**src/hw/rtl/bitrate_candidate_scorer_unit_defines.svh**
```systemverilog
// ---------------------------------------------------------------------------
// Bit-rate candidate scorer - assertion macros
// Shared property forms used by the scorer modules that carry checks.
// ---------------------------------------------------------------------------
`ifndef BITRATE_CANDIDATE_SCORER_UNIT_DEFINES_SVH
`define BITRATE_CANDIDATE_SCORER_UNIT_DEFINES_SVH

// Same-cycle implication, checked outside reset.
`define BCS_ASSERT_HOLDS(label, ante, cons, msg) \
  label: assert property (@(posedge clk) disable iff (rst) (ante) |-> (cons)) \
    else $error(msg);

// Next-cycle implication, checked outside reset.
`define BCS_ASSERT_NEXT(label, ante, cons, msg) \
  label: assert property (@(posedge clk) disable iff (rst) (ante) |=> (cons)) \
    else $error(msg);

`endif

```
**src/hw/rtl/bcs_pkg.sv**
```systemverilog
// ---------------------------------------------------------------------------
// Bit-rate candidate scorer - package
// Item and result types, event and verdict codes, scoring weights.
// ---------------------------------------------------------------------------
`timescale 1ns / 1ps
`default_nettype none

package bcs_pkg;

  // Event modes of an input item
  localparam logic [2:0] MODE_OPEN   = 3'd0;
  localparam logic [2:0] MODE_FRAME  = 3'd1;
  localparam logic [2:0] MODE_ALERT  = 3'd2;
  localparam logic [2:0] MODE_CLOSE  = 3'd3;
  localparam logic [2:0] MODE_FINISH = 3'd4;

  // Work kinds passed from front to back
  localparam logic [1:0] KIND_STATUS = 2'd0;
  localparam logic [1:0] KIND_CLOSE  = 2'd1;
  localparam logic [1:0] KIND_FINISH = 2'd2;

  // Verdict codes
  localparam logic [1:0] VERDICT_NONE      = 2'd0;
  localparam logic [1:0] VERDICT_WINNER    = 2'd1;
  localparam logic [1:0] VERDICT_NO_ACT    = 2'd2;
  localparam logic [1:0] VERDICT_NO_CLEAR  = 2'd3;

  // Scoring weights
  localparam int HIT_WEIGHT     = 100;
  localparam int SLOT_WEIGHT    = 200;
  localparam int FAULT_WEIGHT   = 5000;
  localparam int OVERRUN_WEIGHT = 2000;
  localparam int MISS_WEIGHT    = 10;

  localparam logic [15:0] MARGIN_RESET = 16'd500;
  localparam int          MASK_BITS    = 5;

  localparam logic signed [31:0] SCORE_MIN = 32'sh8000_0000;
  localparam logic signed [63:0] SAT_HI    = 64'sh0000_0000_7FFF_FFFF;
  localparam logic signed [63:0] SAT_LO    = -64'sh0000_0000_8000_0000;

  typedef struct packed {
    logic [2:0]  mode;
    logic [19:0] bit_rate;
    logic        frame_accepted;
    logic        slot_valid;
    logic [2:0]  slot_index;
    logic        alert_bus_off;
    logic        alert_error_passive;
    logic        alert_queue_full;
    logic [15:0] missed_count;
  } item_t;

  typedef struct packed {
    logic [1:0]         verdict;
    logic signed [31:0] window_score;
    logic [19:0]        best_rate;
    logic [19:0]        second_rate;
    logic               second_usable;
    logic [4:0]         present_mask;
  } result_t;

  // Width of one front-to-back work word
  function automatic int work_width(input int slots, input int cbits);
    return 2 + slots + 20 + 2 * cbits + (cbits + 3) + 4 + 4 * cbits;
  endfunction

endpackage

`default_nettype wire

```
**src/hw/rtl/bitrate_candidate_scorer_unit.sv**
```systemverilog
// ---------------------------------------------------------------------------
// Bit-rate candidate scorer - top level
// Scores listen windows at trial bus bit rates and reports the winner.
// ---------------------------------------------------------------------------
// Event items (open, frame, alert, close, finish) enter through a queue-like
// port and each one yields exactly one result, in order. While full is low,
// the block sustains one item per clock cycle. A push updates the front
// counters and writes the work queue; the item then passes through the
// three score stages (weighted terms, credit/penalty sums, 32-bit clamp)
// and is written to the result queue, with ranking done on the last
// stage's output as it is written; it can then be popped from there.
// Up to four work words wait between front and back and up to
// four results wait at the output; full rises only when both queues have
// filled behind a result side that is not popping. The clear_margin register
// is written through its own valid/ready channel, which is always ready, and
// should be written only while the block is idle.
// ---------------------------------------------------------------------------
`timescale 1ns / 1ps
`default_nettype none

module bitrate_candidate_scorer_unit
  import bcs_pkg::*;
#(
  parameter int SLOT_COUNT = 5,
  parameter int COUNT_BITS = 16
) (
  input  wire logic        clk,
  input  wire logic        rst,
  input  wire logic        push,
  output logic             full,
  input  wire item_t       item,
  output logic             empty,
  input  wire logic        pop,
  output result_t          result,
  input  wire logic        cfg_valid,
  output logic             cfg_ready,
  input  wire logic [15:0] cfg_data
);

  localparam int WORK_W  = work_width(SLOT_COUNT, COUNT_BITS);
  localparam int RES_W   = $bits(result_t);
  localparam int Q_DEPTH = 4;

  logic [15:0]       clear_margin;
  logic              work_wr;
  logic [WORK_W-1:0] work_in;
  logic              work_full;
  logic              work_pop;
  logic [WORK_W-1:0] work_out;
  logic              work_empty;
  logic              out_wr;
  result_t           out_data;
  logic              out_full;
  logic [RES_W-1:0]  out_rd;

  // Configuration channel: take every transfer at once
  assign cfg_ready = 1'b1;

  always_ff @(posedge clk) begin
    if (rst) begin
      clear_margin <= MARGIN_RESET;
    end else if (cfg_valid && cfg_ready) begin
      clear_margin <= cfg_data;
    end
  end

  // Input side is full only when the work queue is
  assign full = work_full;

  // Front: window counters and classification
  bcs_front #(
    .SLOT_COUNT (SLOT_COUNT),
    .COUNT_BITS (COUNT_BITS),
    .WORK_W     (WORK_W)
  ) u_front (
    .clk       (clk),
    .rst       (rst),
    .push      (push),
    .full      (work_full),
    .item      (item),
    .work_wr   (work_wr),
    .work_data (work_in)
  );

  // Work queue decouples front and back
  bcs_fifo #(
    .WIDTH (WORK_W),
    .DEPTH (Q_DEPTH)
  ) u_work_q (
    .clk     (clk),
    .rst     (rst),
    .wr_en   (work_wr),
    .wr_data (work_in),
    .full    (work_full),
    .rd_en   (work_pop),
    .rd_data (work_out),
    .empty   (work_empty)
  );

  // Back: scoring, ranking, verdict; advances whenever the result queue has room
  bcs_back #(
    .SLOT_COUNT (SLOT_COUNT),
    .COUNT_BITS (COUNT_BITS),
    .WORK_W     (WORK_W)
  ) u_back (
    .clk          (clk),
    .rst          (rst),
    .clear_margin (clear_margin),
    .work_empty   (work_empty),
    .work_data    (work_out),
    .work_pop     (work_pop),
    .out_room     (!out_full),
    .out_wr       (out_wr),
    .out_data     (out_data)
  );

  // Result queue: holds finished results until popped
  bcs_fifo #(
    .WIDTH (RES_W),
    .DEPTH (Q_DEPTH)
  ) u_result_q (
    .clk     (clk),
    .rst     (rst),
    .wr_en   (out_wr),
    .wr_data (RES_W'(out_data)),
    .full    (out_full),
    .rd_en   (pop),
    .rd_data (out_rd),
    .empty   (empty)
  );

  assign result = result_t'(out_rd);

endmodule

`default_nettype wire

```
**src/hw/rtl/bcs_fifo.sv**
```systemverilog
// ---------------------------------------------------------------------------
// Bit-rate candidate scorer - small queue
// Register-based first-in first-out queue with occupancy count.
// ---------------------------------------------------------------------------
`timescale 1ns / 1ps
`default_nettype none
`include "bitrate_candidate_scorer_unit_defines.svh"

module bcs_fifo #(
  parameter int WIDTH = 8,
  parameter int DEPTH = 4
) (
  input  wire logic             clk,
  input  wire logic             rst,
  input  wire logic             wr_en,
  input  wire logic [WIDTH-1:0] wr_data,
  output logic                  full,
  input  wire logic             rd_en,
  output logic [WIDTH-1:0]      rd_data,
  output logic                  empty
);

  localparam int PW = (DEPTH > 1) ? $clog2(DEPTH) : 1;
  localparam int CW = $clog2(DEPTH + 1);

  logic [WIDTH-1:0] mem [DEPTH];
  logic [PW-1:0]    wr_ptr;
  logic [PW-1:0]    rd_ptr;
  logic [CW-1:0]    count;
  logic             do_wr;
  logic             do_rd;

  assign full    = (count == CW'(DEPTH));
  assign empty   = (count == '0);
  assign do_wr   = wr_en && !full;
  assign do_rd   = rd_en && !empty;
  assign rd_data = mem[rd_ptr];

  always_ff @(posedge clk) begin
    if (do_wr) begin
      mem[wr_ptr] <= wr_data;
    end
  end

  always_ff @(posedge clk) begin
    if (rst) begin
      wr_ptr <= '0;
      rd_ptr <= '0;
      count  <= '0;
    end else begin
      if (do_wr) begin
        wr_ptr <= (wr_ptr == PW'(DEPTH - 1)) ? '0 : wr_ptr + 1'b1;
      end
      if (do_rd) begin
        rd_ptr <= (rd_ptr == PW'(DEPTH - 1)) ? '0 : rd_ptr + 1'b1;
      end
      if (do_wr && !do_rd) begin
        count <= count + 1'b1;
      end else if (do_rd && !do_wr) begin
        count <= count - 1'b1;
      end
    end
  end

  `BCS_ASSERT_HOLDS(a_fifo_bound, 1'b1, count <= CW'(DEPTH), "queue count beyond depth")
  `BCS_ASSERT_NEXT(a_fifo_fill, do_wr && !do_rd, count == $past(count) + 1'b1, "fill lost")
  `BCS_ASSERT_NEXT(a_fifo_drain, do_rd && !do_wr, count == $past(count) - 1'b1, "drain lost")

endmodule

`default_nettype wire

```
**src/hw/rtl/bcs_front.sv**
```systemverilog
// ---------------------------------------------------------------------------
// Bit-rate candidate scorer - front end
// Takes event items, keeps the window counters and issues work words.
// ---------------------------------------------------------------------------
`timescale 1ns / 1ps
`default_nettype none

module bcs_front
  import bcs_pkg::*;
#(
  parameter int SLOT_COUNT = 5,
  parameter int COUNT_BITS = 16,
  parameter int WORK_W     = 128
) (
  input  wire logic              clk,
  input  wire logic              rst,
  input  wire logic              push,
  input  wire logic              full,
  input  wire item_t             item,
  output logic                   work_wr,
  output logic [WORK_W-1:0]      work_data
);

  localparam int SIDX_W = (SLOT_COUNT > 1) ? $clog2(SLOT_COUNT) : 1;
  localparam int MW     = (COUNT_BITS > 16) ? COUNT_BITS : 16;
  localparam int HW     = COUNT_BITS + 3;
  localparam logic [MW-1:0] CNT_MAX = MW'((64'd1 << COUNT_BITS) - 64'd1);

  typedef struct packed {
    logic [1:0]            kind;
    logic [SLOT_COUNT-1:0] seen;
    logic [19:0]           rate;
    logic [COUNT_BITS-1:0] total;
    logic [COUNT_BITS-1:0] expected;
    logic [HW-1:0]         hits;
    logic [3:0]            distinct;
    logic [COUNT_BITS-1:0] err_bo;
    logic [COUNT_BITS-1:0] err_ep;
    logic [COUNT_BITS-1:0] err_qf;
    logic [COUNT_BITS-1:0] missed;
  } work_t;

  logic [19:0]           rate;
  logic [COUNT_BITS-1:0] total;
  logic [COUNT_BITS-1:0] expected;
  logic [COUNT_BITS-1:0] slot_counts [SLOT_COUNT];
  logic [SLOT_COUNT-1:0] seen;
  logic [HW-1:0]         hits;
  logic [COUNT_BITS-1:0] err_bo;
  logic [COUNT_BITS-1:0] err_ep;
  logic [COUNT_BITS-1:0] err_qf;

  logic [19:0]           rate_next;
  logic [COUNT_BITS-1:0] total_next;
  logic [COUNT_BITS-1:0] expected_next;
  logic [COUNT_BITS-1:0] slot_counts_next [SLOT_COUNT];
  logic [SLOT_COUNT-1:0] seen_next;
  logic [HW-1:0]         hits_next;
  logic [COUNT_BITS-1:0] err_bo_next;
  logic [COUNT_BITS-1:0] err_ep_next;
  logic [COUNT_BITS-1:0] err_qf_next;

  logic                  accept;
  logic                  hit_ok;
  logic [SIDX_W-1:0]     sidx;
  logic [MW-1:0]         missed_ext;
  logic [3:0]            distinct;
  work_t                 work;

  assign accept = push && !full;
  assign sidx   = item.slot_index[SIDX_W-1:0];
  assign hit_ok = item.frame_accepted && item.slot_valid &&
                  (4'(item.slot_index) < 4'(SLOT_COUNT));

  always_comb begin
    rate_next     = rate;
    total_next    = total;
    expected_next = expected;
    seen_next     = seen;
    hits_next     = hits;
    err_bo_next   = err_bo;
    err_ep_next   = err_ep;
    err_qf_next   = err_qf;
    for (int i = 0; i < SLOT_COUNT; i++) begin
      slot_counts_next[i] = slot_counts[i];
    end
    unique case (item.mode)
      MODE_OPEN: begin
        rate_next     = item.bit_rate;
        total_next    = '0;
        expected_next = '0;
        seen_next     = '0;
        hits_next     = '0;
        err_bo_next   = '0;
        err_ep_next   = '0;
        err_qf_next   = '0;
        for (int i = 0; i < SLOT_COUNT; i++) begin
          slot_counts_next[i] = '0;
        end
      end
      MODE_FRAME: begin
        if (total != '1) total_next = total + 1'b1;
        if (hit_ok) begin
          if (expected != '1) expected_next = expected + 1'b1;
          // hits follows the sum of the saturated slot counts
          if (slot_counts[sidx] != '1) begin
            slot_counts_next[sidx] = slot_counts[sidx] + 1'b1;
            hits_next              = hits + 1'b1;
          end
          seen_next[sidx] = 1'b1;
        end
      end
      MODE_ALERT: begin
        if (item.alert_bus_off && err_bo != '1)       err_bo_next = err_bo + 1'b1;
        if (item.alert_error_passive && err_ep != '1) err_ep_next = err_ep + 1'b1;
        if (item.alert_queue_full && err_qf != '1)    err_qf_next = err_qf + 1'b1;
      end
      default: begin
      end
    endcase
  end

  // A slot's mask bit is set exactly when its count is non-zero
  always_comb begin
    distinct = '0;
    for (int i = 0; i < SLOT_COUNT; i++) begin
      distinct = distinct + 4'(seen_next[i]);
    end
  end

  assign missed_ext = MW'(item.missed_count);

  always_comb begin
    work.seen     = seen_next;
    work.rate     = rate_next;
    work.total    = total_next;
    work.expected = expected_next;
    work.hits     = hits_next;
    work.distinct = distinct;
    work.err_bo   = err_bo_next;
    work.err_ep   = err_ep_next;
    work.err_qf   = err_qf_next;
    work.missed   = (missed_ext > CNT_MAX) ? CNT_MAX[COUNT_BITS-1:0]
                                           : missed_ext[COUNT_BITS-1:0];
    unique case (item.mode)
      MODE_CLOSE:  work.kind = KIND_CLOSE;
      MODE_FINISH: work.kind = KIND_FINISH;
      default:     work.kind = KIND_STATUS;
    endcase
  end

  assign work_wr   = accept;
  assign work_data = WORK_W'(work);

  always_ff @(posedge clk) begin
    if (rst) begin
      rate     <= '0;
      total    <= '0;
      expected <= '0;
      seen     <= '0;
      hits     <= '0;
      err_bo   <= '0;
      err_ep   <= '0;
      err_qf   <= '0;
      for (int i = 0; i < SLOT_COUNT; i++) begin
        slot_counts[i] <= '0;
      end
    end else if (accept) begin
      rate     <= rate_next;
      total    <= total_next;
      expected <= expected_next;
      seen     <= seen_next;
      hits     <= hits_next;
      err_bo   <= err_bo_next;
      err_ep   <= err_ep_next;
      err_qf   <= err_qf_next;
      for (int i = 0; i < SLOT_COUNT; i++) begin
        slot_counts[i] <= slot_counts_next[i];
      end
    end
  end

endmodule

`default_nettype wire

```
**src/hw/rtl/bcs_back.sv**
```systemverilog
// ---------------------------------------------------------------------------
// Bit-rate candidate scorer - back end
// Score pipeline, best and second-best ranking, verdict and result build.
// ---------------------------------------------------------------------------
`timescale 1ns / 1ps
`default_nettype none
`include "bitrate_candidate_scorer_unit_defines.svh"

module bcs_back
  import bcs_pkg::*;
#(
  parameter int SLOT_COUNT = 5,
  parameter int COUNT_BITS = 16,
  parameter int WORK_W     = 128
) (
  input  wire logic              clk,
  input  wire logic              rst,
  input  wire logic [15:0]       clear_margin,
  input  wire logic              work_empty,
  input  wire logic [WORK_W-1:0] work_data,
  output logic                   work_pop,
  input  wire logic              out_room,
  output logic                   out_wr,
  output result_t                out_data
);

  localparam int HW = COUNT_BITS + 3;
  localparam int SW = COUNT_BITS + 16;
  localparam int PMW = (SLOT_COUNT > MASK_BITS) ? SLOT_COUNT : MASK_BITS;

  typedef struct packed {
    logic [1:0]            kind;
    logic [SLOT_COUNT-1:0] seen;
    logic [19:0]           rate;
    logic [COUNT_BITS-1:0] total;
    logic [COUNT_BITS-1:0] expected;
    logic [HW-1:0]         hits;
    logic [3:0]            distinct;
    logic [COUNT_BITS-1:0] err_bo;
    logic [COUNT_BITS-1:0] err_ep;
    logic [COUNT_BITS-1:0] err_qf;
    logic [COUNT_BITS-1:0] missed;
  } work_t;

  typedef struct packed {
    logic [1:0]            kind;
    logic [SLOT_COUNT-1:0] seen;
    logic [19:0]           rate;
    logic [COUNT_BITS-1:0] total;
    logic [COUNT_BITS-1:0] expected;
  } meta_t;

  work_t              work;
  logic               en;

  logic               s1_valid;
  meta_t              s1_meta;
  logic [SW-1:0]      s1_hits;
  logic [SW-1:0]      s1_dist;
  logic [SW-1:0]      s1_fault;
  logic [SW-1:0]      s1_over;
  logic [SW-1:0]      s1_miss;

  logic               s2_valid;
  meta_t              s2_meta;
  logic [SW-1:0]      s2_pos;
  logic [SW-1:0]      s2_neg;

  logic               s3_valid;
  meta_t              s3_meta;
  logic signed [31:0] s3_score;

  logic signed [SW:0] diff;
  logic signed [63:0] diff_wide;
  logic signed [31:0] score_sat;

  logic signed [31:0]    lead_score;
  logic signed [31:0]    trail_score;
  logic [19:0]           best_rate;
  logic [COUNT_BITS-1:0] best_total;
  logic [COUNT_BITS-1:0] best_expected;
  logic [19:0]           second_rate;
  logic [COUNT_BITS-1:0] second_total;
  logic [COUNT_BITS-1:0] second_expected;

  logic signed [31:0]    lead_score_next;
  logic signed [31:0]    trail_score_next;
  logic [19:0]           best_rate_next;
  logic [COUNT_BITS-1:0] best_total_next;
  logic [COUNT_BITS-1:0] best_expected_next;
  logic [19:0]           second_rate_next;
  logic [COUNT_BITS-1:0] second_total_next;
  logic [COUNT_BITS-1:0] second_expected_next;

  logic                  is_close;
  logic                  is_finish;
  logic                  beats_best;
  logic                  take_lead;
  logic signed [33:0]    gap;
  logic [1:0]            verdict;
  logic [PMW-1:0]        mask_ext;

  assign work     = work_t'(work_data);
  assign en       = out_room;
  assign work_pop = en && !work_empty;

  // Stage 1: weighted terms
  always_ff @(posedge clk) begin
    if (en) begin
      s1_meta  <= '{kind: work.kind, seen: work.seen, rate: work.rate,
                    total: work.total, expected: work.expected};
      s1_hits  <= SW'(work.hits) * SW'(HIT_WEIGHT);
      s1_dist  <= SW'(work.distinct) * SW'(SLOT_WEIGHT);
      s1_fault <= (SW'(work.err_bo) + SW'(work.err_ep)) * SW'(FAULT_WEIGHT);
      s1_over  <= SW'(work.err_qf) * SW'(OVERRUN_WEIGHT);
      s1_miss  <= SW'(work.missed) * SW'(MISS_WEIGHT);
    end
  end

  // Stage 2: credit and penalty sums
  always_ff @(posedge clk) begin
    if (en) begin
      s2_meta <= s1_meta;
      s2_pos  <= s1_hits + s1_dist + SW'(s1_meta.total);
      s2_neg  <= s1_fault + s1_over + s1_miss;
    end
  end

  // Stage 3: difference clamped to 32-bit signed
  assign diff      = $signed({1'b0, s2_pos}) - $signed({1'b0, s2_neg});
  assign diff_wide = 64'(diff);
  assign score_sat = (diff_wide > SAT_HI) ? 32'(SAT_HI) :
                     (diff_wide < SAT_LO) ? 32'(SAT_LO) : 32'(diff_wide);

  always_ff @(posedge clk) begin
    if (en) begin
      s3_meta  <= s2_meta;
      s3_score <= score_sat;
    end
  end

  always_ff @(posedge clk) begin
    if (rst) begin
      s1_valid <= 1'b0;
      s2_valid <= 1'b0;
      s3_valid <= 1'b0;
    end else if (en) begin
      s1_valid <= !work_empty;
      s2_valid <= s1_valid;
      s3_valid <= s2_valid;
    end
  end

  // Ranking on close
  assign is_close   = (s3_meta.kind == KIND_CLOSE);
  assign is_finish  = (s3_meta.kind == KIND_FINISH);
  assign beats_best = (s3_score > lead_score);
  assign take_lead  = out_wr && is_close && beats_best;

  always_comb begin
    lead_score_next      = lead_score;
    trail_score_next     = trail_score;
    best_rate_next       = best_rate;
    best_total_next      = best_total;
    best_expected_next   = best_expected;
    second_rate_next     = second_rate;
    second_total_next    = second_total;
    second_expected_next = second_expected;
    if (s3_valid && is_close) begin
      if (beats_best) begin
        trail_score_next     = lead_score;
        second_rate_next     = best_rate;
        second_total_next    = best_total;
        second_expected_next = best_expected;
        lead_score_next      = s3_score;
        best_rate_next       = s3_meta.rate;
        best_total_next      = s3_meta.total;
        best_expected_next   = s3_meta.expected;
      end else if (s3_score > trail_score) begin
        trail_score_next     = s3_score;
        second_rate_next     = s3_meta.rate;
        second_total_next    = s3_meta.total;
        second_expected_next = s3_meta.expected;
      end
    end
  end

  always_ff @(posedge clk) begin
    if (rst) begin
      lead_score      <= SCORE_MIN;
      trail_score     <= SCORE_MIN;
      best_rate       <= '0;
      best_total      <= '0;
      best_expected   <= '0;
      second_rate     <= '0;
      second_total    <= '0;
      second_expected <= '0;
    end else if (en) begin
      lead_score      <= lead_score_next;
      trail_score     <= trail_score_next;
      best_rate       <= best_rate_next;
      best_total      <= best_total_next;
      best_expected   <= best_expected_next;
      second_rate     <= second_rate_next;
      second_total    <= second_total_next;
      second_expected <= second_expected_next;
    end
  end

  // Verdict on finish; finish leaves the ranking untouched
  assign gap = 34'(lead_score) - 34'(trail_score);

  always_comb begin
    verdict = VERDICT_NONE;
    if (is_finish) begin
      if (best_total == '0 && best_expected == '0) begin
        verdict = VERDICT_NO_ACT;
      end else if (trail_score != SCORE_MIN && gap < $signed({18'd0, clear_margin})) begin
        verdict = VERDICT_NO_CLEAR;
      end else begin
        verdict = VERDICT_WINNER;
      end
    end
  end

  assign mask_ext = PMW'(s3_meta.seen);

  assign out_wr = en && s3_valid;

  always_comb begin
    out_data.verdict       = verdict;
    out_data.window_score  = is_close ? s3_score : 32'sd0;
    out_data.best_rate     = best_rate_next;
    out_data.second_rate   = second_rate_next;
    out_data.second_usable = (trail_score_next != SCORE_MIN) &&
                             (second_total_next != '0 || second_expected_next != '0);
    out_data.present_mask  = mask_ext[MASK_BITS-1:0];
  end

  `BCS_ASSERT_HOLDS(a_rank_order, 1'b1, lead_score >= trail_score, "second ranks above best")
  `BCS_ASSERT_NEXT(a_demote, take_lead, trail_score == $past(lead_score), "best not demoted")
  `BCS_ASSERT_NEXT(a_stall_hold, !en && s3_valid, s3_valid && $stable(s3_score), "score moved")

endmodule

`default_nettype wire

```
**config.mk**
```make
export PLATFORM = sky130hd
export DESIGN_NAME = bitrate_candidate_scorer_unit
export DESIGN_NICKNAME = d
export VERILOG_FILES = /design/src/hw/rtl/bcs_pkg.sv /design/src/hw/rtl/bitrate_candidate_scorer_unit.sv /design/src/hw/rtl/bcs_fifo.sv /design/src/hw/rtl/bcs_front.sv /design/src/hw/rtl/bcs_back.sv
export VERILOG_INCLUDE_DIRS = /design/src /design/src/hw/rtl
export SDC_FILE = /design/constraint.sdc
export NUM_CORES = 2
export LEC_CHECK = 0
export BUFFER_PORTS_ARGS = -buffer_cell sky130_fd_sc_hd__clkbuf_2
export CORE_ASPECT_RATIO = 1.2
export CORE_MARGIN = 8
export CORE_UTILIZATION = 40
export CTS_CLUSTER_DIAMETER = 60
export CTS_CLUSTER_SIZE = 24
export DETAILED_ROUTE_END_ITERATION = 6
export GPL_ROUTABILITY_DRIVEN = 1
export PLACE_DENSITY = 0.58
export SLEW_MARGIN = 20
export SYNTH_ARGS = -nofsm -noshare
export SYNTH_HDL_FRONTEND = slang
export SYNTH_SLANG_ARGS = --single-unit
export TNS_END_PERCENT = 10
```
**constraint.sdc**
```tcl
create_clock -name clk -period 23.4 [get_ports clk]
set_clock_uncertainty 0.15 [all_clocks]
set_input_delay 1.17 -clock clk [delete_from_list [all_inputs] [get_ports clk]]
set_output_delay 1.17 -clock clk [all_outputs]
set_load 0.005 [all_outputs]
```
# Word level (Yosys, flattened, before mapping)
# Memory sizes are Yosys's and may differ from the RTL's. A register that Yosys moved wholly into a read port is not among the register bits.
# Index checks and enable logic that the tools add are counted.
[word_totals]
mem_count = 3
regBits = 702
word_cells = 235
output_inout_bits = 83
ram_bits = 984
input_bits = 68
[op_classes]
n_reduce_logical = 41
n_mux = 72
mul = 5
magnitude_cmp = 11
bitwise_logic = 8
n_addsub = 26
n_eq_ne = 20
[memory_table]
columns = ["memory", "words", "width", "read_ports", "rd_clocked_by_memory_dff", "wr", "line", "rtl"]
rows = [
  ["u_work_q.mem", 4, 146, 1, 1, 1, "bcs_fifo.sv:26", "logic [WIDTH-1:0] mem [DEPTH];"],
  ["u_result_q.mem", 4, 80, 1, 1, 1, "bcs_fifo.sv:26", ""],
  ["u_front.slot_counts", 5, 16, 6, 0, 5, "bcs_front.sv:46", "logic [COUNT_BITS-1:0] slot_counts [SLOT_COUNT];"],
]
[ops]
columns = ["operator", "count"]
rows = [
  ["16-bit two-way mux", 19],
  ["32-bit two-way mux", 5],
  ["80-bit two-way mux", 2],
  ["16-bit case mux with 2 select lines", 5],
  ["80-bit case mux with 2 select lines", 1],
  ["20-bit two-way mux", 6],
  ["16-bit by 1-bit adder with 16-bit output (second input constant)", 6],
  ["16-bit inequality test (second input constant)", 6],
  ["80-bit bitwise mux", 1],
  ["32-bit by 32-bit subtractor with 33-bit output", 2],
  ["32-bit > comparator", 2],
  ["32-bit inequality test (second input constant)", 2],
  ["16-bit demux with 3-bit select", 1],
  ["19-bit two-way mux", 2],
  ["19-bit case mux with 2 select lines", 1],
  ["34-bit by 17-bit less-than comparator with 1-bit output", 1],
  ["33-bit by 32-bit > comparator with 1-bit output (second input constant)", 1],
  ["33-bit by 32-bit less-than comparator with 1-bit output (second input constant)", 1],
  ["32-bit by 16-bit adder with 32-bit output", 1],
  ["32-bit by 20-bit adder with 32-bit output", 1],
  ["32-bit by 27-bit adder with 32-bit output", 1],
  ["16-bit logical NOT", 2],
  ["32-bit by 10-bit multiplier with 29-bit output (second input constant)", 1],
  ["16-bit nonzero test", 2],
  ["40 further kinds", 111],
]

# Depth between registers and ports, before layout
[depth]
depth_word = 11
ltp_mapped = 34
ltp_nobuf = 31

# Cells and area by module
# A second synthesis with hierarchy kept.
[unflattened]
cells_unflattened = 6413
hier_area_um2 = 82681.8
[by_module_without_submodules]
columns = ["module", "seq_area_each_um2", "instances", "cells_per_inst", "area_each_um2"]
rows = [
  ["bcs_back", 14473.9, 1, 3513, 36191.0],
  ["bcs_fifo (u_work_q)", 17717.0, 1, 812, 21506.9],
  ["bcs_front", 4884.7, 1, 1565, 12353.1],
  ["bcs_fifo (u_result_q)", 9789.4, 1, 468, 12015.3],
  ["bitrate_candidate_scorer_unit", 320.3, 1, 55, 615.6],
]

# Least setup slack after synthesis
# Ideal clock, no wire load.
[synth_timing]
path_type = "register -> register"
startpoint = "register u_result_q.count[0]"
endpoint = "register u_back.second_rate[10]"
path_stages_with_launch = 7
path_slack_ns = 11.160
t_arrival_ns = 11.463
setup_ns = 0.627
period_less_slack_ns = 12.240
required_ns = 22.623
n_path_buf = 3
path_cell_list = "dfxtp_1 nor2_1 nand2_1 clkbuf_1 clkbuf_1 clkbuf_1 a211oi_1"
[synth_between]
elab_chain_cells = 1
[synth_rtl]
columns = ["element", "line", "rtl"]
rows = [
  ["start, declared", "bcs_fifo.sv:29", "logic [CW-1:0] count;"],
  ["start signal, assigned", "bcs_fifo.sv:58", "count <= count + 1'b1;"],
  ["start signal, assigned", "bcs_fifo.sv:60", "count <= count - 1'b1;"],
  ["3-bit equality test", "bcs_fifo.sv:33", "assign full = (count == CW'(DEPTH));"],
  ["end signal, assigned", "bcs_back.sv:204", "second_rate <= second_rate_next;"],
  ["end, declared", "bcs_back.sv:82", "logic [19:0] second_rate;"],
]
# No other way between the ends.
# A chain may end at the register's enable or synchronous reset.

==> flow_summary.json <==
{
  "top_usage_layer": "met2",
  "grt_pass1_wl_um": 281000,
  "syn-num-nets": 6994,
  "dr.first_iter.drc_count": 3519,
  "syn_to_final_growth_pct": 9.49,
  "cts.sinks": 1677,
  "grt_util_met2_pct": 27.9,
  "track_usage_pct": 16.1,
  "grt_max_degree": 169,
  "worstSkewPairLatency_ps": 800,
  "hold_violations": 0,
  "slew_viol_final": 0,
  "drive_above_1_share_pct": 11.0,
  "tritoncts": "built",
  "synth_top_area_cell": "edfxtp_1",
  "hold_buffers": 0,
  "rsz0062_at_grt": "no",
  "synth_area_um2": 81100,
  "grt_pass1_vias": 48857,
  "synthTopCellsByArea": "edfxtp_1 (50%), dfxtp_1 (8.1%), ha_1 (7.0%), mux4_2 (6.4%), nand2_1 (3.3%)",
  "avgRoutedWirePerCell_um": 19.7,
  "path_common_cell": "ha_1",
  "h-tree-depth": 3,
  "ios": 151,
  "ys_seq_area_share_pct": 58.0,
  "vias": 49257,
  "setup_viol": 0,
  "end_kind": "flop",
  "cts_setup_buffers": 0,
  "critPathLaunchType": "flop",
  "cp_max_fo": 75,
  "die_y_um": 509,
  "min_path_type": "reg2reg",
  "slew_headroom_pct": 29.0,
  "ant_nets": 0,
  "overflow": 0,
  "cts_buffers": 112,
  "start_util_pct": 40.1,
  "worstPathArrival_ps": 10000,
  "cts-root-buf": "clkbuf_16",
  "outcome": "finished with violations",
  "clk_pin_slew_ps": 90,
  "hpwl_um": 122000,
  "synth_flop_cell": "edfxtp_1",
  "finalCritPeriodShare_pct": 41.1,
  "grtUsageMet3_pct": 1.91,
  "gp_congestion": 0.850,
  "clockBufferDepth": 3,
  "nets": 7041,
  "die_area_um2": 217000,
  "drv_cap": 0,
  "rows": 181,
  "tightestPinTransition_ps": 1070,
  "max_freq_ghz": 0.104,
  "synth_cell_types": 92,
  "synth.top_cell.area_share_pct": 49.9,
  "avgSynthCellArea_um2": 12.8,
  "core_area_um2": 202000,
  "grt_use_met1_pct": 21.8,
  "die_w_um": 427,
  "synth_edf_count": 1348,
  "setup_tns_ps": 0,
  "cpMaxStageDelayCell": "dfxtp_4",
  "yosysMostFrequentCell": "edfxtp_1",
  "critPathRequiredTime_ps": 23780,
  "yosys-top-cells-count": "edfxtp_1 (1348), nand2_1 (721), nor2_1 (471), a21oi_1 (458), ha_1 (455)",
  "routed_wl_um": 180000,
  "synth_cells": 6343,
  "antenna_found_initial": 9,
  "first_pass_iters": 7,
  "async_reset_ff_share_pct": 0,
  "cts_resized": 0,
  "failed_checks": "DRC",
  "route.detailed.drc": 1,
  "synth_seq_cells": 1677,
  "viasPerCell": 5.39,
  "io_buffer_count": 149,
  "period_needed_ps": 9620,
  "yosys_warnings": 0,
  "cpPeakStageDelay_ps": 910,
  "path_class": "reg2reg"
}
[cell type report]
class / instances / area [um^2]
Antenna cell: 3 / 7.51
Clock buffer: 139 / 3010
Clock inverter: 75 / 1100
Fill cell: 18272 / 113000
Inverter: 383 / 1440
Multi-Input combinational cell: 4013 / 31700
Sequential cell: 1677 / 47100
Tap cell: 2653 / 3320
Timing Repair Buffer: 203 / 1190
[worst max-delay path, delay by kind of cell, from the launching register on]
| family | cells | cell delay (ps) |
|---|---|---|
| AO/OA/AOI/OAI | 13 | 3430 |
| XOR/XNOR | 2 | 440 |
| adder cells (fa/ha/maj) | 7 | 2650 |
| buffers and inverters | 3 | 570 |
| flip-flops | 1 | 910 |
| multiplexers | 1 | 630 |
| AND/OR/NAND/NOR | 2 | 390 |
[cell families (layout without fill, tap and decap cells)]
| group | Yosys count | after routing | synth area share (%) |
|---|---|---|---|
| XOR/XNOR | 256 | 256 | 2.76 |
| buffers and inverters | 653 | 800 | 3.09 |
| AND/OR/NAND/NOR | 1751 | 1751 | 9.68 |
| multiplexers | 302 | 302 | 7.43 |
| flip-flops | 1677 | 1677 | 58.0 |
| other | 2 | 5 | 0.00926 |
| adder cells (fa/ha/maj) | 583 | 583 | 10.2 |
| AO/OA/AOI/OAI | 1119 | 1119 | 8.83 |
[cell usage in the layout (no fill, tap or decap), types with 43 or more instances in the layout]
cell type and instances:
a211oi_1 107, clkbuf_2 148, mux4_2 232, xor2_1 95, dfxtp_1 325, nor3_1 88
nand2_1 718, clkbuf_16 114, edfxtp_1 1348, a221oi_1 52, a21o_1 67, nand4_1 66
buf_4 52, xnor2_1 161, a21oi_1 458, ha_1 455, and3_1 47, and2_1 50
inv_1 382, a22oi_1 43, nor2_1 468, nand3_1 116, o21ai_0 135, fa_1 128
[flip-flops by register name, summed over array words and instances (netlist names), 20 cells and up, named ones only]
register,cells
u_result_q.mem,320
u_back.s1_hits,24
u_back.s2_pos,26
u_back.s1_fault,28
u_back.s3_score,32
u_back.s1_meta,59
u_back.s2_neg,31
u_back.trail_score,32
u_back.s1_over,23
u_work_q.mem,580
u_back.second_rate,20
u_front.rate,20
u_back.best_rate,20
u_back.s3_meta,54
u_back.s2_meta,59
u_back.lead_score,32
u_front.slot_counts,80
[metal layers]
metal	vias to the layer above	routed length (um)	part of all wire, %
li1	23560	-	-
met1	24533	81100	45
met2	952	88100	49
met3	206	7380	4.1
met4	6	3750	2.1
met5	-	29	0.016
[stage by stage]
| step | worst slack (ps) | util, % | hold WS [ps] | cell area, um^2 | instances |
|---|---|---|---|---|---|
| 3_3_place_gp | 13730 | 41.9 | 251 | 84700 | 8929 |
| 5_1_grt | 13050 | 43.9 | 266 | 88800 | 9144 |
| 3_5_place_dp | 13710 | 41.9 | 255 | 84700 | 8929 |
| 6_report | 13780 | 43.9 | 264 | 88800 | 9146 |
| 2_1_floorplan | 11160 | - | 250 | 81100 | 6343 |
| 4_1_cts | 13650 | 43.9 | 267 | 88800 | 9143 |
[worst paths after layout]
check	from	to	slack, ps	depth (start not counted)
setup / recovery	flop	u_back.s1_fault[28]$_DFFE_PN_	13780	28
hold / removal	u_back.s2_meta[2]$_DFFE_PN_	u_back.s3_meta[2]$_DFFE_PN_	260	0
setup reg to reg	flop	u_back.s1_fault[28]$_DFFE_PN_	13780	28
hold reg to reg	u_back.s2_meta[2]$_DFFE_PN_	u_back.s3_meta[2]$_DFFE_PN_	260	0
Power is left out: the tool's default activity adds up to more than one toggle a clock period on the data nets, which glitch-free logic cannot reach.
